**src/rtl/core/tcp_nat_translation_table_core_macros.svh**
```systemverilog
// ---------------------------------------------------------------------------
// tcp nat translation table assertion macros
// shared property forms for the table core assertions
// ---------------------------------------------------------------------------
`ifndef TCP_NAT_TRANSLATION_TABLE_CORE_MACROS_SVH
`define TCP_NAT_TRANSLATION_TABLE_CORE_MACROS_SVH

// same-cycle implication
`define TNT_ASSERT_IMP(lbl, ante, cons, msg) \
	lbl: assert property (@(posedge clk) disable iff (!arst_n) (ante) |-> (cons)) \
		else $error(msg);

// next-cycle implication
`define TNT_ASSERT_NXT(lbl, ante, cons, msg) \
	lbl: assert property (@(posedge clk) disable iff (!arst_n) (ante) |=> (cons)) \
		else $error(msg);

`endif

```
**src/rtl/core/tnt_pkg.sv**
```systemverilog
// ---------------------------------------------------------------------------
// tnt_pkg
// types, constants and codes shared by the translation table core
// ---------------------------------------------------------------------------
package tnt_pkg;

	localparam int TBL_ENTRIES = 64;
	localparam int TBL_IW      = (TBL_ENTRIES > 1) ? $clog2(TBL_ENTRIES) : 1;
	localparam int PORT_FIRST  = 12345;
	localparam int PORT_LAST   = 23456;
	localparam int POOL_COUNT  = PORT_LAST - PORT_FIRST + 1;
	localparam int POOL_WORDS  = (POOL_COUNT + 31) / 32;
	localparam int POOL_AW     = (POOL_WORDS > 1) ? $clog2(POOL_WORDS) : 1;
	localparam int POOL_OFF_W  = POOL_AW + 5;
	localparam int POOL_LAST_BITS = POOL_COUNT - 32 * (POOL_WORDS - 1);
	localparam logic [31:0] POOL_LAST_MASK = 32'((64'd1 << POOL_LAST_BITS) - 64'd1);

	localparam int FLAG_FIN = 0;
	localparam int FLAG_SYN = 1;
	localparam int FLAG_ACK = 4;

	localparam logic [1:0] DIR_OUT = 2'd0;
	localparam logic [1:0] DIR_IN  = 2'd1;

	localparam logic [1:0] ACT_FWD  = 2'd0;
	localparam logic [1:0] ACT_ICMP = 2'd1;
	localparam logic [1:0] ACT_DROP = 2'd2;

	localparam logic [2:0] CFG_EXT_IP    = 3'd0;
	localparam logic [2:0] CFG_RULE_EN   = 3'd1;
	localparam logic [2:0] CFG_RULE_XIP  = 3'd2;
	localparam logic [2:0] CFG_RULE_XPRT = 3'd3;
	localparam logic [2:0] CFG_RULE_IIP  = 3'd4;
	localparam logic [2:0] CFG_RULE_IPRT = 3'd5;
	localparam logic [2:0] CFG_IDLE_TO   = 3'd6;

	localparam logic [1:0] EW_NONE = 2'd0;
	localparam logic [1:0] EW_HIT  = 2'd1;
	localparam logic [1:0] EW_NEW  = 2'd2;

	localparam logic [1:0] PO_NONE = 2'd0;
	localparam logic [1:0] PO_CLR  = 2'd1;
	localparam logic [1:0] PO_SET  = 2'd2;
	localparam logic [1:0] PO_REL  = 2'd3;

	localparam logic [1:0] RS_NONE = 2'd0;
	localparam logic [1:0] RS_HIT  = 2'd1;
	localparam logic [1:0] RS_NEW  = 2'd2;

	typedef struct packed {
		logic        operation;
		logic [1:0]  direction;
		logic        is_tcp;
		logic [31:0] src_ip;
		logic [15:0] src_port;
		logic [31:0] dst_ip;
		logic [15:0] dst_port;
		logic [7:0]  tcp_flags;
		logic [31:0] seq_end;
		logic [31:0] ack_num;
	} pkt_item_t;

	typedef struct packed {
		logic [1:0]  action;
		logic [31:0] out_src_ip;
		logic [15:0] out_src_port;
		logic [31:0] out_dst_ip;
		logic [15:0] out_dst_port;
	} res_item_t;

	typedef struct packed {
		logic [31:0] rem_ip;
		logic [15:0] rem_port;
		logic [31:0] in_ip;
		logic [15:0] in_port;
		logic [31:0] ext_ip;
		logic [15:0] ext_port;
		logic [31:0] last_seen;
		logic [1:0]  fin;
		logic [31:0] in_seq;
		logic [31:0] out_seq;
		logic [31:0] in_ack;
		logic [31:0] out_ack;
	} ent_t;

	typedef struct packed {
		logic               pkt_load;
		logic               tick_inc;
		logic               tbl_rd;
		logic [TBL_IW-1:0]  tbl_addr;
		logic [1:0]         ent_wr;
		logic [TBL_IW-1:0]  wr_addr;
		logic               valid_clr;
		logic               pool_rd;
		logic               pool_src_ent;
		logic [POOL_AW-1:0] pool_addr;
		logic [1:0]         pool_op;
		logic               res_load;
		logic [1:0]         res_act;
		logic [1:0]         res_src;
		logic               out_load;
	} ctl_t;

	typedef struct packed {
		logic               in_tick;
		logic               dir_bad;
		logic               not_tcp;
		logic               inbound;
		logic               syn;
		logic               rule_hit;
		logic               ent_val;
		logic [TBL_IW-1:0]  tag;
		logic               hit;
		logic               tag_free;
		logic               kill;
		logic               kill_pool;
		logic               pool_val;
		logic [POOL_AW-1:0] pool_tag;
		logic               pool_found;
		logic               out_free;
	} dp_st_t;

endpackage

```
**src/rtl/core/tnt_ctrl.sv**
```systemverilog
// ---------------------------------------------------------------------------
// tnt_ctrl
// sequencer for lookup, port allocation, tick sweep and pool clearing
// ---------------------------------------------------------------------------
`include "tcp_nat_translation_table_core_macros.svh"

module tnt_ctrl import tnt_pkg::*; (
	input  logic   clk,
	input  logic   arst_n,
	input  logic   pkt_valid,
	output logic   pkt_stall,
	input  dp_st_t st,
	output ctl_t   cmd
);

	localparam logic [3:0] S_CLR    = 4'd0;
	localparam logic [3:0] S_IDLE   = 4'd1;
	localparam logic [3:0] S_CLS    = 4'd2;
	localparam logic [3:0] S_LOOK   = 4'd3;
	localparam logic [3:0] S_POOL   = 4'd4;
	localparam logic [3:0] S_NEW    = 4'd5;
	localparam logic [3:0] S_SW_RD  = 4'd6;
	localparam logic [3:0] S_SW_CHK = 4'd7;
	localparam logic [3:0] S_SW_REL = 4'd8;
	localparam logic [3:0] S_OUT    = 4'd9;

	localparam logic [TBL_IW-1:0]  IDX_LAST  = TBL_IW'(TBL_ENTRIES - 1);
	localparam logic [POOL_AW-1:0] WORD_LAST = POOL_AW'(POOL_WORDS - 1);

	logic [3:0]         state_q, state_d;
	logic [TBL_IW-1:0]  idx_q, idx_d, free_q, free_d, slot_q, slot_d;
	logic               free_found_q, free_found_d;
	logic [POOL_AW-1:0] word_q, word_d;
	logic               free_any;
	logic [TBL_IW-1:0]  free_idx;

	assign pkt_stall = (state_q != S_IDLE);
	assign free_any  = free_found_q || (st.ent_val && st.tag_free);
	assign free_idx  = free_found_q ? free_q : st.tag;

	always_comb begin
		cmd          = '0;
		state_d      = state_q;
		idx_d        = idx_q;
		free_d       = free_q;
		free_found_d = free_found_q;
		slot_d       = slot_q;
		word_d       = word_q;
		unique case (state_q)
			S_CLR: begin
				cmd.pool_op   = PO_CLR;
				cmd.pool_addr = word_q;
				word_d        = word_q + 1'b1;
				if (word_q == WORD_LAST) state_d = S_IDLE;
			end
			S_IDLE: begin
				if (pkt_valid) begin
					cmd.pkt_load = 1'b1;
					idx_d        = '0;
					if (st.in_tick) begin
						cmd.tick_inc = 1'b1;
						state_d      = S_SW_RD;
					end else begin
						state_d = S_CLS;
					end
				end
			end
			S_CLS: begin
				free_found_d = 1'b0;
				if (st.dir_bad) begin
					cmd.res_load = 1'b1;
					cmd.res_act  = ACT_ICMP;
					state_d      = S_OUT;
				end else if (st.not_tcp) begin
					cmd.res_load = 1'b1;
					cmd.res_act  = ACT_DROP;
					state_d      = S_OUT;
				end else begin
					state_d = S_LOOK;
				end
			end
			S_LOOK: begin
				if (st.ent_val && st.tag_free && !free_found_q) begin
					free_found_d = 1'b1;
					free_d       = st.tag;
				end
				if (st.ent_val && st.hit) begin
					cmd.ent_wr   = EW_HIT;
					cmd.wr_addr  = st.tag;
					cmd.res_load = 1'b1;
					cmd.res_act  = ACT_FWD;
					cmd.res_src  = RS_HIT;
					state_d      = S_OUT;
				end else if (st.ent_val && st.tag == IDX_LAST) begin
					slot_d = free_idx;
					word_d = '0;
					if (!st.syn || (!st.inbound || st.rule_hit) && !free_any) begin
						cmd.res_load = 1'b1;
						cmd.res_act  = ACT_ICMP;
						state_d      = S_OUT;
					end else if (st.inbound && !st.rule_hit) begin
						cmd.res_load = 1'b1;
						cmd.res_act  = ACT_DROP;
						state_d      = S_OUT;
					end else if (st.inbound) begin
						state_d = S_NEW;
					end else begin
						state_d = S_POOL;
					end
				end else begin
					cmd.tbl_rd   = 1'b1;
					cmd.tbl_addr = idx_q;
					idx_d        = idx_q + 1'b1;
				end
			end
			S_POOL: begin
				if (st.pool_val && st.pool_found) begin
					cmd.pool_op = PO_SET;
					state_d     = S_NEW;
				end else if (st.pool_val && st.pool_tag == WORD_LAST) begin
					cmd.res_load = 1'b1;
					cmd.res_act  = ACT_ICMP;
					state_d      = S_OUT;
				end else begin
					cmd.pool_rd   = 1'b1;
					cmd.pool_addr = word_q;
					word_d        = word_q + 1'b1;
				end
			end
			S_NEW: begin
				cmd.ent_wr   = EW_NEW;
				cmd.wr_addr  = slot_q;
				cmd.res_load = 1'b1;
				cmd.res_act  = ACT_FWD;
				cmd.res_src  = RS_NEW;
				state_d      = S_OUT;
			end
			S_SW_RD: begin
				cmd.tbl_rd   = 1'b1;
				cmd.tbl_addr = idx_q;
				state_d      = S_SW_CHK;
			end
			S_SW_CHK: begin
				idx_d   = idx_q + 1'b1;
				state_d = (idx_q == IDX_LAST) ? S_IDLE : S_SW_RD;
				if (st.kill) begin
					cmd.valid_clr = 1'b1;
					if (st.kill_pool) begin
						cmd.pool_rd      = 1'b1;
						cmd.pool_src_ent = 1'b1;
						idx_d            = idx_q;
						state_d          = S_SW_REL;
					end
				end
			end
			S_SW_REL: begin
				cmd.pool_op = PO_REL;
				idx_d       = idx_q + 1'b1;
				state_d     = (idx_q == IDX_LAST) ? S_IDLE : S_SW_RD;
			end
			S_OUT: begin
				if (st.out_free) begin
					cmd.out_load = 1'b1;
					state_d      = S_IDLE;
				end
			end
			default: state_d = S_IDLE;
		endcase
	end

	always_ff @(posedge clk or negedge arst_n) begin
		if (!arst_n) begin
			state_q      <= S_CLR;
			idx_q        <= '0;
			free_q       <= '0;
			free_found_q <= 1'b0;
			slot_q       <= '0;
			word_q       <= '0;
		end else begin
			state_q      <= state_d;
			idx_q        <= idx_d;
			free_q       <= free_d;
			free_found_q <= free_found_d;
			slot_q       <= slot_d;
			word_q       <= word_d;
		end
	end

	`TNT_ASSERT_IMP(a_hit_gives_result, cmd.ent_wr == EW_HIT, cmd.res_load && st.hit, "hit write without result")
	`TNT_ASSERT_IMP(a_set_needs_free, cmd.pool_op == PO_SET, st.pool_val && st.pool_found, "pool set without free port")
	`TNT_ASSERT_NXT(a_new_then_out, state_q == S_NEW, state_q == S_OUT, "new entry not followed by delivery")
	`TNT_ASSERT_IMP(a_no_accept_in_clear, state_q == S_CLR, !cmd.pkt_load && pkt_stall, "item taken during pool clear")

endmodule

```
**config.mk**
```make
export PLATFORM = sky130hd
export DESIGN_NAME = tnt_ctrl
export DESIGN_NICKNAME = d
export VERILOG_FILES = /design/src/rtl/core/tnt_pkg.sv /design/src/rtl/core/tnt_ctrl.sv
export VERILOG_INCLUDE_DIRS = /design/src /design/src/rtl/core
export SDC_FILE = /design/constraint.sdc
export NUM_CORES = 1
export LEC_CHECK = 0
export ABC_AREA = 1
export BUFFER_PORTS_ARGS = -buffer_cell sky130_fd_sc_hd__buf_2
export CAP_MARGIN = 15
export CORE_MARGIN = 1.5
export CORE_UTILIZATION = 41
export DETAILED_ROUTE_END_ITERATION = 8
export GPL_TIMING_DRIVEN = 0
export PLACE_DENSITY = 0.68
export SLEW_MARGIN = 10
export SYNTH_ARGS = -nofsm -noshare
export SYNTH_HDL_FRONTEND = slang
export SYNTH_SLANG_ARGS = --single-unit
export TNS_END_PERCENT = 1
```
**constraint.sdc**
```tcl
create_clock -name clk -period 1.55 [get_ports clk]
set_input_delay 0.0775 -clock clk [delete_from_list [all_inputs] [get_ports clk]]
set_output_delay 0.0775 -clock clk [all_outputs]
set_load 0.02 [all_outputs]
```
Word level (Yosys, flattened, before mapping):

Cells that the tools add are included.

* register bits: 32
* bits of input ports: 32
* output and inout bits: 38
* logic and storage cells: 125

* add/subtract/negate cells: 2
* equality and inequality tests: 26
* multiplexer cells: 64
* bitwise gates (word level): 1
* reductions and logical operators: 26

Operator list (number)
* 9-bit 2-to-1 mux: 6
* 4-bit 2-to-1 mux: 13
* 4-bit one-hot mux with 10 select lines: 1
* 6-bit 2-to-1 mux: 6
* 3-bit 2-to-1 mux: 11
* 9-bit one-hot mux with 3 select lines: 1
* 6-bit one-hot mux with 4 select lines: 1
* 7-bit 2-to-1 mux: 3
* 9-bit equality test, second input constant: 2
* 2-bit != test, second input constant: 9
* 9-bit one-hot mux with 2 select lines: 1
* 4-bit by 3-bit equality test with 1-bit output, second input constant: 4
* 8-bit one-hot mux with 2 select lines: 1
* 5-bit AND reduction: 3
* 7-bit one-hot mux with 2 select lines: 1
* 6-bit equality test, second input constant: 2
* 3-bit one-hot mux with 4 select lines: 1
* 1-bit 2-to-1 mux: 10
* 9-bit by 1-bit adder with 9-bit output, second input constant: 1
* 3-bit != test, second input constant: 3
* 4-bit by 2-bit equality test with 1-bit output, second input constant: 2
* 4-bit equality test, second input constant: 2
* 1-bit logical AND: 8
* 2-bit 2-to-1 mux: 4
* 15 further kinds: 23

Longest topological paths before layout:

Gate-level depths: netlist of the first run.

* word-level depth: 9
* gate-level depth with buffers: 9
* gate-level depth less buffers: 9

Worst setup path before layout of the first run:

OpenSTA, ideal clock, no wires.

* path kind: register -> output
* start point: register state_q[0]
* end point: output cmd[9] (netlist bit)
* arrival time: 1608 ps
* required time: 1472 ps
* path slack: -135 ps
* stages on the path, launching flop included: 6
* path buffers: 0
* path through: dfrtp_1 -> nor2_1 -> inv_1 -> nor2_1 -> clkinv_1 -> a21boi_0

RTL lines
* start: declaration: RTL line tnt_ctrl.sv:30 `logic [3:0] state_q, state_d;`
* start signal: assignment: RTL line tnt_ctrl.sv:180 `state_q <= state_d;`
* end: declaration: RTL line tnt_ctrl.sv:13 `output ctl_t cmd`

==> results.py, run 1 <==
metrics = {
    "outcome": {
        "outcome": "finished with violations",
        "violations": "setup timing",
    },
    "placed_design": {
        "place_hpwl_um": 4790,
        "place_congestion": 0.972,
        "dp_slack_ps": -254,
        "dp_cells": 517,
        "numPortBuffers": 69,
    },
    "finish": {
        "fillCellCount": 510,
        "areaGrowthSynthToFinish_pct": 49.8,
        "layout.nets": 512,
        "diodes": 0,
        "fin_cells": 551,
        "drive_above_1_share_pct": 35.5,
        "final_common_cell": "nand2_1",
        "layout_common_cells": "120 x nand2_1, 48 x inv_1, 45 x buf_4",
        "finish.utilization_pct": 63.9,
    },
    "synth": {
        "ys_seq_area_share_pct": 34.1,
        "ys.flop_type": "dfrtp_1",
        "synth-edff-count": 0,
        "syn_area_mm2": 0.00235,
        "synthAdderAreaFrac_pct": 1.07,
        "synth_compound_area_share_pct": 12.3,
        "ys_ff_latch": 32,
        "synth-xor-area-share_pct": 1.86,
        "synth_cells": 376,
        "yosysUniqueCellTypes": 31,
        "synthMuxAreaShare_pct": 0,
        "async_flop_share_pct": 100,
        "synth_top_family_by_area": "simple AND/OR/NAND/NOR gates",
        "ys_warn_count": 0,
        "syn_nets": 410,
        "synth-simple-area-share_pct": 39.5,
        "syn_area_per_cell_um2": 6.25,
    },
    "route": {
        "drt_pre_antenna_iters": 4,
        "dr.first_iter.drc_count": 178,
        "vias": 2741,
        "wl_per_cell_um": 12.7,
        "totalWireLength_um": 7020,
        "drc_errors": 0,
        "routed_via_density": 4.97,
        "ant_nets": 0,
    },
    "critical_path": {
        "startpoint_type": "flop",
        "crit_family": "flip-flops",
        "critPathCapture": "cmd[14]",
        "cpPeakStageDelay_ps": 450,
        "critPathMaxFanout": 6,
        "critical_path_class": "flop to output port",
        "critPathArrivalTime_ps": 1720,
        "crit_required_ps": 1470,
        "reg2reg_depth": 11,
        "end_kind": "output port",
        "worstPathCellList": "nor2_4 -> nand3_2 -> inv_2 -> nand2_4 -> clkbuf_16 -> a21oi_2 -> buf_4",
        "critPathBufInv": 3,
        "slowest_stage": "dfrtp_2",
        "r2r_slack_ps": -110,
        "worst-path-stages": 7,
        "r2r-end": "state_q[1]",
        "startpoint": "state_q[3]",
        "timing.rr.start": "state_q[3]",
    },
    "die": {
        "die_height_um": 78.7,
        "row_count": 27,
        "core_mm2": 0.00551,
        "dieWidth_um": 78.7,
        "io-pin-count": 70,
        "initial_core_util_pct": 42.6,
        "die_area_mm2": 0.00619,
    },
    "global_routing": {
        "grt_pass1_wl_um": 11300,
        "antenna_found_initial": 0,
        "overflow": 0,
        "first_global_vias": 2486,
        "grt_max_degree": 33,
        "track_usage_pct": 23.0,
    },
    "sta": {
        "worstMarginPinSlew_ps": 743,
        "final.setup.worst_slack_ps": -250,
        "max_freq_ghz": 0.556,
        "relSlewSlack_pct": 50.5,
        "rsz0062_at_grt": "yes",
        "period_minus_slack_ps": 1800,
        "min_period_over_period_pct": 116,
        "tns_ps": -4720,
        "drv_slew": 0,
        "setup_viol": 48,
        "hold_viol": 0,
        "fin_worst_skew_ps": 5.37,
    },
    "power": {
        "p_leak_nw": 1.94,
        "power.density_mw_per_mm2": 532,
        "vdd_ir_drop_max_uv": 429,
    },
    "clock_network": {
        "insertion_delay_ps": 290,
        "cts_root_buffer": "clkbuf_8",
        "h-tree-depth": 2,
        "cts.clk_slew.worst_paths_ps": 70,
        "cts_tree": "done",
        "cts_buffers": 5,
        "clkSinkCount": 32,
        "cts_max_path_buffers": 2,
    },
    "min_path": {
        "hp-class": "input port to flop",
    },
    "run": {
        "maxCapViolCount": 0,
    },
}
flip-flops by register name, summed over array words and instances (netlist names):
| name | cells |
|---|---|
| word_q | 9 |
| free_q | 6 |
| idx_q | 6 |
| slot_q | 6 |
| state_q | 4 |
| free_found_q | 1 |
cell families (layout without fill, tap and decap cells):
kind of cell	Yosys count	count (layout)
simple gates	219	219
compound gates	53	53
xor+xnor	5	5
fa+ha+maj	2	2
flops	32	32
buf+inv	65	168
worst min-delay path by stage:
stage            from            to  slack, ps  depth (start not counted)
4_1_cts         st[0]    state_q[3]        100                          4
5_1_grt         st[0]    state_q[3]        140                          4
6_report        st[0]    state_q[3]        110                          4
3_5_place_dp   arst_n      idx_q[4]        190                          1
3_3_place_gp   arst_n      idx_q[2]        190                          1
2_1_floorplan  arst_n  free_found_q       -220                          0
power breakdown:
group	internal, mW	total (mW)	switching, mW
clock	0.567	0.894	0.327
combinational	0.0513	0.135	0.0836
sequential	0.838	0.843	0.00470
total	1.46	1.87	0.416
cell usage after synthesis (all sizes together), types with 2 or more instances:
cell      n  area share, %
buf       6            1.7
nand3b    2           0.64
o21ai    38            8.3
clkbuf    2           0.32
nand4     6            1.6
inv      56            9.0
a21oi    10            2.1
xor2      4            1.5
nand2   135             22
nand3    29            6.6
ha        2            1.1
nor2     45            7.8
dfrtp    32             34
routing by layer:
metal	GRT usage, %	up-vias	share of wire [%]
met1	28.9	1262	43
li1	-	1384	-
met2	39.9	83	50
met5	0	-	0
met4	7.68	0	1.6
met3	3.37	12	5.3
per-stage QoR:
step	hold slack, ps	total power, mW	instance area [um^2]
floorplan	-218	0.907	2350
global placement	190	0.978	2780
detailed placement	188	0.980	2780
CTS	99.6	1.88	3250
global route	139	1.93	3520
finish	105	1.87	3520
cell type report:
cell class / count / area [um^2] / area share, %
buffer: 8 / 72.6 / 2.06
clock buffer: 7 / 96.3 / 2.74
clock inverter: 1 / 30.0 / 0.854
inverter: 57 / 226 / 6.44
multi-input combinational: 279 / 1510 / 43.0
sequential: 32 / 805 / 22.9
tap: 72 / 90.1 / 2.56
timing repair buffer: 94 / 678 / 19.3
timing repair inverter: 1 / 6.26 / 0.178
worst reg2reg max path: cells and delay by family (launching register included):
kind | cells | cell delay (ps)
flops | 1 | 420
compound gates | 1 | 170
buf+inv | 4 | 510
simple gates | 6 | 470
what timing repair did:
item | in CTS | in global routing
gates resized for setup | 73 | 63
hold endpoints to repair | 32 | 0
endpoints found under the setup margin | 59 | 61
pin swaps | 13 | 9
buffers inserted | 17 | 6
hold buffers | 1 | 0
gates cloned | 1 | 1
Power figures use the tool's default switching activity.
==> run 2: changes to the inputs <==
--- a/config.mk
+++ b/config.mk
@@ -9,11 +9,10 @@
 export ABC_AREA = 1
 export BUFFER_PORTS_ARGS = -buffer_cell sky130_fd_sc_hd__buf_2
 export CAP_MARGIN = 15
-export CORE_MARGIN = 1.5
 export CORE_UTILIZATION = 41
 export DETAILED_ROUTE_END_ITERATION = 8
 export GPL_TIMING_DRIVEN = 0
-export PLACE_DENSITY = 0.68
+export PLACE_DENSITY = 0.64
 export SLEW_MARGIN = 10
 export SYNTH_ARGS = -nofsm -noshare
 export SYNTH_HDL_FRONTEND = slang
==> run 2 against run 1 <==
Compared with the run above:
- the run still ends with setup timing left
- cell area is 7.8% lower
- first-iteration DRC count is 8.4% lower
- cell count is 2.2% lower
- clock skew is 2.0 ps higher
- wire length is 8.2% lower
- global-route usage is 0.54 points lower
- flip-flop and latch count stayed put
- critical endpoint is now cmd[4]
- largest cell class unchanged
- largest power group is now registers
- highest routed layer unchanged
==> results.py, run 2 (same netlist as run 1, synthesis figures left out) <==
metrics = {
    "route": {
        "wl_per_cell_um": 12.0,
        "routed_via_density": 4.85,
        "dr.first_iter.drc_count": 163,
        "drt_pre_antenna_iters": 4,
        "totalWireLength_um": 6450,
        "ant_nets": 0,
        "vias": 2614,
        "drc_errors": 0,
    },
    "outcome": {
        "violations": "setup timing",
        "outcome": "finished with violations",
    },
    "clock_network": {
        "cts_root_buffer": "clkbuf_8",
        "cts.clk_slew.worst_paths_ps": 80,
        "h-tree-depth": 2,
        "cts_max_path_buffers": 2,
        "cts_buffers": 5,
        "clkSinkCount": 32,
        "cts_tree": "done",
        "insertion_delay_ps": 290,
    },
    "global_routing": {
        "busiest_layer": "met2",
        "grt.met2_usage_pct": 35.7,
        "grt_use_met3_pct": 3.18,
        "track_usage_pct": 22.4,
        "grtUsageMet1_pct": 31.3,
        "grt_max_degree": 33,
        "grt_pass1_wl_um": 10700,
        "overflow": 0,
        "antenna_found_initial": 0,
        "first_global_vias": 2253,
    },
    "die": {
        "core_mm2": 0.00551,
        "dieWidth_um": 77.7,
        "io-pin-count": 70,
        "die_area_mm2": 0.00603,
        "row_count": 27,
        "die_height_um": 77.7,
        "initial_core_util_pct": 42.6,
    },
    "min_path": {
        "min_from": "st[0]",
        "hp-class": "input port to flop",
    },
    "placed_design": {
        "numPortBuffers": 69,
        "placed_cell_area_mm2": 0.00278,
        "place_congestion": 0.857,
        "place_hpwl_um": 4740,
    },
    "critical_path": {
        "critical_path_class": "flop to output port",
        "critPathArrivalTime_ps": 1690,
        "startpoint": "state_q[3]",
        "timing.rr.start": "state_q[3]",
        "crit_required_ps": 1470,
        "startpoint_type": "flop",
        "critPathMaxFanout": 4,
        "end_kind": "output port",
    },
    "finish": {
        "finalInstanceArea_mm2": 0.00324,
        "layout_common_cells": "125 x nand2_1, 49 x inv_1, 42 x buf_2",
        "largest_reg_flops": 9,
        "layout.nets": 500,
        "final_common_cell": "nand2_1",
        "diodes": 0,
        "areaGrowthSynthToFinish_pct": 38.0,
        "top_register": "word_q",
        "drive_above_1_share_pct": 30.6,
    },
    "sta": {
        "final.setup.worst_slack_ps": -214,
        "max_freq_ghz": 0.567,
        "relSlewSlack_pct": 50.5,
        "worstMarginPinSlew_ps": 743,
        "hold_viol": 0,
        "period_minus_slack_ps": 1760,
        "drv_slew": 0,
        "rsz0062_at_grt": "yes",
        "min_period_over_period_pct": 114,
        "fin_worst_skew_ps": 7.40,
        "setup_viol": 48,
    },
    "power": {
        "intPower_mw": 1.20,
        "power.density_mw_per_mm2": 506,
        "combPwrFrac_pct": 7.8,
        "seq_power_share_pct": 51.3,
        "switching_power_mw": 0.436,
        "p_leak_nw": 1.81,
        "vdd_ir_drop_max_uv": 343,
        "clockPowerShare_pct": 40.9,
        "finalPower_mw": 1.64,
        "switching_share_pct": 26.6,
    },
    "run": {
        "maxCapViolCount": 0,
    },
}
## run 2: cell types whose count changed in the layout (fill, tap and decap cells not counted), moves of 3 or more
| cell | previous run | this run |
|---|---|---|
| nand2_1 | 120 | 125 |
| buf_6 | 15 | 7 |
| buf_4 | 45 | 40 |
| a21oi_2 | 6 | 2 |
| a21oi_1 | 3 | 8 |
| nand2_4 | 8 | 5 |
| buf_2 | 38 | 42 |
## run 2: path summary, 6_finish.rpt
check | slack, ps | endpoint | cells after the start
max in group asynchronous | 640 | state_q[0] | 2
hold reg to reg | 480 | free_found_q | 2
setup reg to reg | -120 | idx_q[0] | 10
hold / removal | 90 | state_q[3] | 4
min in group asynchronous | 380 | idx_q[3] | 2
setup / recovery | -210 | cmd[4] | 7
## run 2: critical path, cell delays in order (launching register included)
cell and delay (ps):
dfrtp_2 470, inv_2 100, nand2_4 60, nor2_4 140, nand4_1 190, buf_6 180, o32ai_2 80, buf_4 180
## run 2: routing by layer
layer / wire (um) / up-vias
li1: - / 1364
met1: 3100 / 1170
met2: 2990 / 69
met3: 261 / 11
met4: 104 / 0
met5: 0 / -
## run 2: metrics by stage
step                      TNS, ps  hold WS [ps]  worst slack [ps]  util (%)  instances
after CTS                   -5390          87.7              -191      57.1        537
after global placement      -5270           188              -232      50.6        517
final                       -6260          89.8              -214      58.9        539
after floorplan              -722          -218              -119         -        376
after global routing       -10810           116              -295      58.9        539
after detailed placement    -5510           189              -230      50.6        517
## run 2: power by group through the flow
stage / clock network (mW) / logic (mW) / registers (mW)
6_report: 0.671 / 0.127 / 0.842
5_1_grt: 0.720 / 0.147 / 0.843
4_1_cts: 0.688 / 0.127 / 0.842
3_5_place_dp: 0 / 0.121 / 0.859
3_3_place_gp: 0 / 0.119 / 0.859
2_1_floorplan: 0 / 0.0492 / 0.858
## run 2: cell type report
class                   count  area [um^2]
fillers                   541         2260
multi-input cells         279         1430
flip-flops and latches     32          805
repair buffers             83          534
inverters                  57          219
well taps                  72         90.1
clock buffers               5         68.8
plain buffers               8         68.8
clock inverters             3         23.8
## run 2: timing repair
item / 4_1_cts / 5_1_grt
setup buffers: 11 / 2
hold endpoints to repair: 32 / 0
gates resized for setup: 63 / 33
pin swaps: 6 / 5
hold buffers: 1 / 0
endpoints found under the setup margin: 58 / 69
gates cloned: 0 / 0
==> run 3: changes to the inputs <==
--- a/config.mk
+++ b/config.mk
@@ -9,10 +9,10 @@
 export ABC_AREA = 1
 export BUFFER_PORTS_ARGS = -buffer_cell sky130_fd_sc_hd__buf_2
 export CAP_MARGIN = 15
-export CORE_UTILIZATION = 41
+export CORE_UTILIZATION = 47
 export DETAILED_ROUTE_END_ITERATION = 8
 export GPL_TIMING_DRIVEN = 0
-export PLACE_DENSITY = 0.64
+export PLACE_DENSITY = 0.73
 export SLEW_MARGIN = 10
 export SYNTH_ARGS = -nofsm -noshare
 export SYNTH_HDL_FRONTEND = slang
==> run 3 against run 2 <==
Compared with the run above:
- the flow still finishes with violations (setup timing)
- largest cell class unchanged
- wire length is 7.9% higher
- power increased by 8.5%
- clock-buffer cell count stayed put
- non-clock buffer count is 7 higher
- maximum frequency fell by 2.9%
- critical path depth is the same
==> results.py, run 3 (same netlist as run 1, synthesis figures left out) <==
metrics = {
    "clock_network": {
        "h-tree-depth": 2,
        "cts_tree": "done",
        "insertion_delay_ps": 290,
        "cts_max_path_buffers": 2,
        "cts_root_buffer": "clkbuf_8",
        "clkSinkCount": 32,
        "cts.clk_slew.worst_paths_ps": 70,
        "cts_buffers": 5,
    },
    "die": {
        "die_height_um": 72.7,
        "core_mm2": 0.00475,
        "dieWidth_um": 72.7,
        "die_area_mm2": 0.00528,
        "initial_core_util_pct": 49.4,
        "io-pin-count": 70,
        "row_count": 25,
    },
    "placed_design": {
        "dp_slack_ps": -207,
        "place_hpwl_um": 4740,
        "numPortBuffers": 69,
        "place_congestion": 0.918,
        "dp_cells": 512,
    },
    "global_routing": {
        "first_global_vias": 2424,
        "overflow": 0,
        "track_usage_pct": 27.4,
        "grt_pass1_wl_um": 11000,
        "antenna_found_initial": 0,
        "grt_max_degree": 33,
    },
    "finish": {
        "fin_cells": 542,
        "top_register": "word_q",
        "final_common_cell": "nand2_1",
        "finish.utilization_pct": 71.7,
        "layout_common_cells": "123 x nand2_1, 50 x inv_1, 41 x buf_2",
        "areaGrowthSynthToFinish_pct": 45.2,
        "drive_above_1_share_pct": 32.6,
        "largest_reg_flops": 9,
        "layout.nets": 508,
        "diodes": 0,
    },
    "sta": {
        "whs_ps": 99.7,
        "min_period_over_period_pct": 117,
        "final.setup.worst_slack_ps": -266,
        "worstMarginPinSlew_ps": 740,
        "period_minus_slack_ps": 1820,
        "max_freq_ghz": 0.551,
        "hold_viol": 0,
        "tns_ps": -5920,
        "setup_viol": 45,
        "rsz0062_at_grt": "yes",
        "fin_worst_skew_ps": 8.24,
        "drv_slew": 0,
        "relSlewSlack_pct": 50.6,
    },
    "route": {
        "drt_pre_antenna_iters": 4,
        "dr.first_iter.drc_count": 227,
        "drc_errors": 0,
        "met2_wirelength_um": 3400,
        "wl_per_cell_um": 12.8,
        "vias": 2708,
        "drt-met1-wl_um": 3060,
        "met3_length_um": 326,
        "routed_via_density": 5.00,
        "top_layer_used": "met4",
        "totalWireLength_um": 6960,
        "ant_nets": 0,
    },
    "critical_path": {
        "slowest_stage": "dfrtp_2",
        "startpoint_type": "flop",
        "crit_required_ps": 1470,
        "critical_path_class": "flop to output port",
        "worstPathCellList": "buf_6 -> nor2_4 -> nand2_1 -> nor2_4 -> nand2_1 -> o211ai_1 -> buf_4",
        "cpPeakStageDelay_ps": 430,
        "critPathArrivalTime_ps": 1740,
        "end_kind": "output port",
        "critPathMaxFanout": 4,
    },
    "power": {
        "vdd_ir_drop_max_uv": 552,
        "power.density_mw_per_mm2": 522,
        "p_leak_nw": 1.92,
    },
    "outcome": {
        "violations": "setup timing",
        "outcome": "finished with violations",
    },
    "min_path": {
        "hp-class": "input port to flop",
    },
    "run": {
        "maxCapViolCount": 0,
    },
}
[run 3: cell types whose count changed in the layout (fill, tap and decap cells not counted), sizes merged]
cell      previous run  this run
buf                 89        96
inv                 57        56
clkinvlp             2         1
bufinv               0         1
clkinv               1         3
[run 3: layout make-up]
cell class | instances | area, um^2
Multi-Input combinational cell | 279 | 1490
Fill cell | 387 | 1350
Sequential cell | 32 | 805
Timing Repair Buffer | 90 | 616
Inverter | 57 | 224
Tap cell | 67 | 83.8
Buffer | 8 | 72.6
Clock buffer | 5 | 68.8
Clock inverter | 3 | 42.5
Timing Repair inverter | 1 | 5.00
[run 3: worst paths after layout]
kind                            start         end  slack, ps  depth (start not counted)
setup reg to reg           state_q[1]   word_q[8]        -80                          9
setup / recovery           state_q[3]      cmd[5]       -270                          7
max in group asynchronous      arst_n  state_q[1]        640                          2
min in group asynchronous      arst_n    idx_q[2]        380                          2
hold reg to reg             free_q[3]   free_q[3]        490                          2
hold / removal                  st[0]  state_q[3]        100                          4
[run 3: timing repair]
action	in CTS	in global routing
hold endpoints to repair	32	0
gates resized for setup	72	43
setup buffers	17	2
hold buffers	1	0
setup endpoints to repair	55	59
pin swaps	6	6
cloned	2	0
[run 3: metrics by stage]
step           instance area (um^2)  power [mW]
6_report                       3410        1.78
5_1_grt                        3410        1.85
4_1_cts                        3250        1.80
3_5_place_dp                   2780       0.980
3_3_place_gp                   2780       0.978
2_1_floorplan                  2350       0.907
[run 3: metal layers]
layer | track usage, % | vias to the layer above
met5 | 0 | -
li1 | - | 1376
met2 | 44.4 | 88
met4 | 13.3 | 0
met3 | 5.39 | 18
met1 | 35.1 | 1226
[run 3: worst max-delay path, delay by kind of cell, from the launching register on]
kind	cells	cell delay, ps
AOI/OAI and AO/OA	1	150
buffers and inverters	2	330
DFF	1	430
and+or+nand+nor	4	550
[run 3: report_power, final]
group	total, mW	switching (mW)	leakage (nW)	internal, mW
combinational	0.134	0.0817	1.48	0.0520
clock	0.805	0.329	0.0541	0.476
sequential	0.843	0.00510	0.386	0.838
